===== config.mk =====
export PLATFORM = sky130hd
export DESIGN_NAME = sactc_ram
export DESIGN_NICKNAME = d
export VERILOG_FILES = /design/src/rtl/sactc_ram.sv
export SDC_FILE = /design/constraint.sdc
export NUM_CORES = 1
export LEC_CHECK = 0
export ABC_AREA = 1
export BUFFER_PORTS_ARGS = -buffer_cell sky130_fd_sc_hd__buf_2
export CAP_MARGIN = 5
export CORE_AREA = 2 2 106 108
export DETAILED_ROUTE_END_ITERATION = 10
export DIE_AREA = 0 0 108 110
export PLACE_DENSITY = 0.75
export SLEW_MARGIN = 20
export SYNTH_ARGS = -nofsm -noshare
export SYNTH_HDL_FRONTEND = slang
export SYNTH_SLANG_ARGS = --single-unit
export TNS_END_PERCENT = 10

===== constraint.sdc =====
create_clock -name clk_i -period 1.39 [get_ports clk_i]
set_clock_uncertainty 0.15 [all_clocks]
set_input_delay 0 -clock clk_i [delete_from_list [all_inputs] [get_ports clk_i]]
set_output_delay 0 -clock clk_i [all_outputs]
set_load 0.02 [all_outputs]

===== src/rtl/sactc_ram.sv =====
// Generic single-port-write, single-port-read RAM with a registered read.
// Depends on nothing.
module sactc_ram #(
  parameter int unsigned WIDTH = 8,
  parameter int unsigned DEPTH = 16
) (
  input  logic                                   clk_i,
  input  logic                                   we_i,
  input  logic [((DEPTH > 1) ? $clog2(DEPTH) : 1)-1:0] waddr_i,
  input  logic [WIDTH-1:0]                       wdata_i,
  input  logic                                   re_i,
  input  logic [((DEPTH > 1) ? $clog2(DEPTH) : 1)-1:0] raddr_i,
  output logic [WIDTH-1:0]                       rdata_o
);

  logic [WIDTH-1:0] mem_q [DEPTH];
  logic [WIDTH-1:0] rdata_q;

  always_ff @(posedge clk_i) begin
    if (we_i) begin
      mem_q[waddr_i] <= wdata_i;
    end
    if (re_i) begin
      rdata_q <= mem_q[raddr_i];
    end
  end

  assign rdata_o = rdata_q;

endmodule


==> results.yml <==
clock_network:
  h-tree-depth: 4
  clk_pin_slew_ns: 0.06
  ctsResizeCount: 0
  tritoncts: "yes"
  clock_sinks: 136
  clock_path_buffers: 2
  clockRootBuffer: "clkbuf_8"
  worst_skew_pair.late_latency_ns: 0.53
  cts_made_buffers: 17
global_route:
  antenna_found_initial: 0
  busiest_layer: "met2"
  grt_pass1_wl_um: 21000
  grt.overflow.total: 0
  grt_max_degree: 65
  grt_pass1_vias: 3955
  grt_util_all_layers_pct: 24.4
  grt_use_met1_pct: 32.7
  met3_usage_pct: 5.11
  use_met2_pct: 39.3
placement:
  place.port_buffers: 26
  dpl-instance-area_sq_um: 6200
  gp_congestion: 0.847
  post-dp-hpwl_um: 8130
route:
  vias_per_cell: 5.32
  dr.pass1.iters: 5
  postRouteAntennaNets: 0
  drt-initial-drc-count: 464
  wire_per_inst_um: 17.4
  drc: 0
  via_count: 4059
  routed_wl_um: 13300
sta:
  setup_tns_ns: 0
  tightestPinTransition_ns: 0.603
  period_needed_ns: 1.28
  rsz0062_at_grt: "false"
  drv_slew: 0
  setup_viol: 0
  max-slew-margin-rel_pct: 59.8
  holdWs_ns: 0.0372
  max_clock_freq_mhz: 780
  fin_crit_sh_pct: 92.2
  finalHoldViolCount: 0
synthesis:
  ys_top_cells_by_area: "edfxtp_1, nand2_1, nand3_1"
  syn-num-nets: 570
  synth_cells: 551
  netlist_area_sq_um: 5850
  seq_area_frac_synth_pct: 69.8
  syn_area_per_cell_sq_um: 10.6
  yosys.cell_count.top_type: "nand2_1"
  synthTopCellsByCount: "nand2_1, edfxtp_1, inv_1, nand3_1, nor2_1"
  synth_top_area_share_pct: 69.8
  async_flop_share_pct: 0
  ys_ff_latch: 136
  synth_edf_count: 136
  ys_warn_count: 0
  synth_top_flop_cell: "edfxtp_1"
  ys_types: 11
  synth_top_area_cell: "edfxtp_1"
die:
  die_w_um: 108
  die_h_um: 110
  initial_core_util_pct: 54.7
  design.core.area_sq_um: 10700
  num_rows: 38
  dieArea_sq_um: 11900
  io_pins: 27
final_layout:
  area_growth_syn_to_layout_pct: 18.7
  n_antenna_cell: 0
  nets: 631
  finalInstanceArea_sq_um: 6940
  drive_gt1_share_pct: 12.5
run:
  maxCapViolCount: 0
worst_setup_path:
  path_class: "register to register"
  path_max_fanout: 1
  critPathLaunchType: "register"
  cp.required_ns: 1.52
  cp.arrival_ns: 1.41
  end_kind: "register"
power_and_ir_drop:
  power_mw: 9.68
  cellPowerDensity_nw_per_um2: 1400
  ir_drop_uv: 785
  leakage_nw: 3.02
status:
  outcome: "completed"
worst_hold_path:
  hp-class: "input pin to register"
timing repair:
action                                  in CTS  in global routing
hold buffers                                16                  0
endpoints found under the setup margin       0                  0
endpoints found under the hold margin      268                  0
buffers inserted                             0                  0
stage by stage:
stage | worst slack, ns | util (%) | instances
floorplan | 0.289 | - | 551
global placement | 0.0689 | 58.0 | 717
detailed placement | 0.0260 | 58.0 | 717
CTS | 0.100 | 64.9 | 763
global route | 0.0303 | 64.9 | 763
finish | 0.108 | 64.9 | 763
cell type report:
| type | count | area, sq um |
|---|---|---|
| inverters | 102 | 383 |
| multi-input cells | 289 | 1210 |
| clock inverters | 12 | 159 |
| flip-flops and latches | 136 | 4080 |
| fillers | 783 | 3760 |
| well taps | 140 | 175 |
| repair buffers | 66 | 508 |
| clock buffers | 18 | 418 |
layer usage:
metal | routed length, um | share of wire, %
met1 | 5490 | 41
met2 | 6460 | 49
met3 | 1030 | 7.7
met4 | 302 | 2.3
met5 | 0 | 0
flip-flops by register name, indices dropped and copies added, names as in the netlist:
register,count
rdata_o,8
mem_q,128
cell usage in the layout (no fill, tap or decap):
cell	n
nand2_1	173
edfxtp_1	136
inv_1	100
nand3_1	97
buf_2	26
buf_4	21
nor2_1	17
clkbuf_16	16
dlygate4sd3_1	16
clkinv_2	4
bufinv_16	4
clkinv_1	3
buf_12	3
inv_2	2
nand3b_1	2
clkbuf_8	1
clkinvlp_4	1
clkbuf_1	1
critical path, cell delays in order (launching register included):
cell and delay, ns:
edfxtp_1 0.36, inv_1 0.06, nand2_1 0.05, nand3_1 0.12, nand3_1 0.09, nand3_1 0.13
nand2_1 0.08
cell families (layout without fill, tap and decap cells):
| group | count (synthesis) | after routing | synth area share, % |
|---|---|---|---|
| simple gates | 289 | 289 | 20.8 |
| buf+inv | 126 | 198 | 9.39 |
| flops | 136 | 136 | 69.8 |
where the power goes:
| part | leakage (nW) | internal, mW | switching [mW] |
|---|---|---|---|
| clock network | 0.283 | 2.86 | 1.56 |
| logic | 1.50 | 0.203 | 0.422 |
| registers | 1.24 | 4.62 | 0.0256 |
worst paths after layout:
kind,startpoint,endpoint,slack [ns],depth (start not counted)
max,mem_q[11][5]$_DFFE_PP_,rdata_o[5]$_DFFE_PP_,0.11,6
min,raddr_i[1],rdata_o[1]$_DFFE_PP_,0.04,6
max reg2reg,mem_q[11][5]$_DFFE_PP_,rdata_o[5]$_DFFE_PP_,0.11,6
min reg2reg,mem_q[8][3]$_DFFE_PP_,rdata_o[3]$_DFFE_PP_,0.62,6
Power figures use the tool's default switching activity.
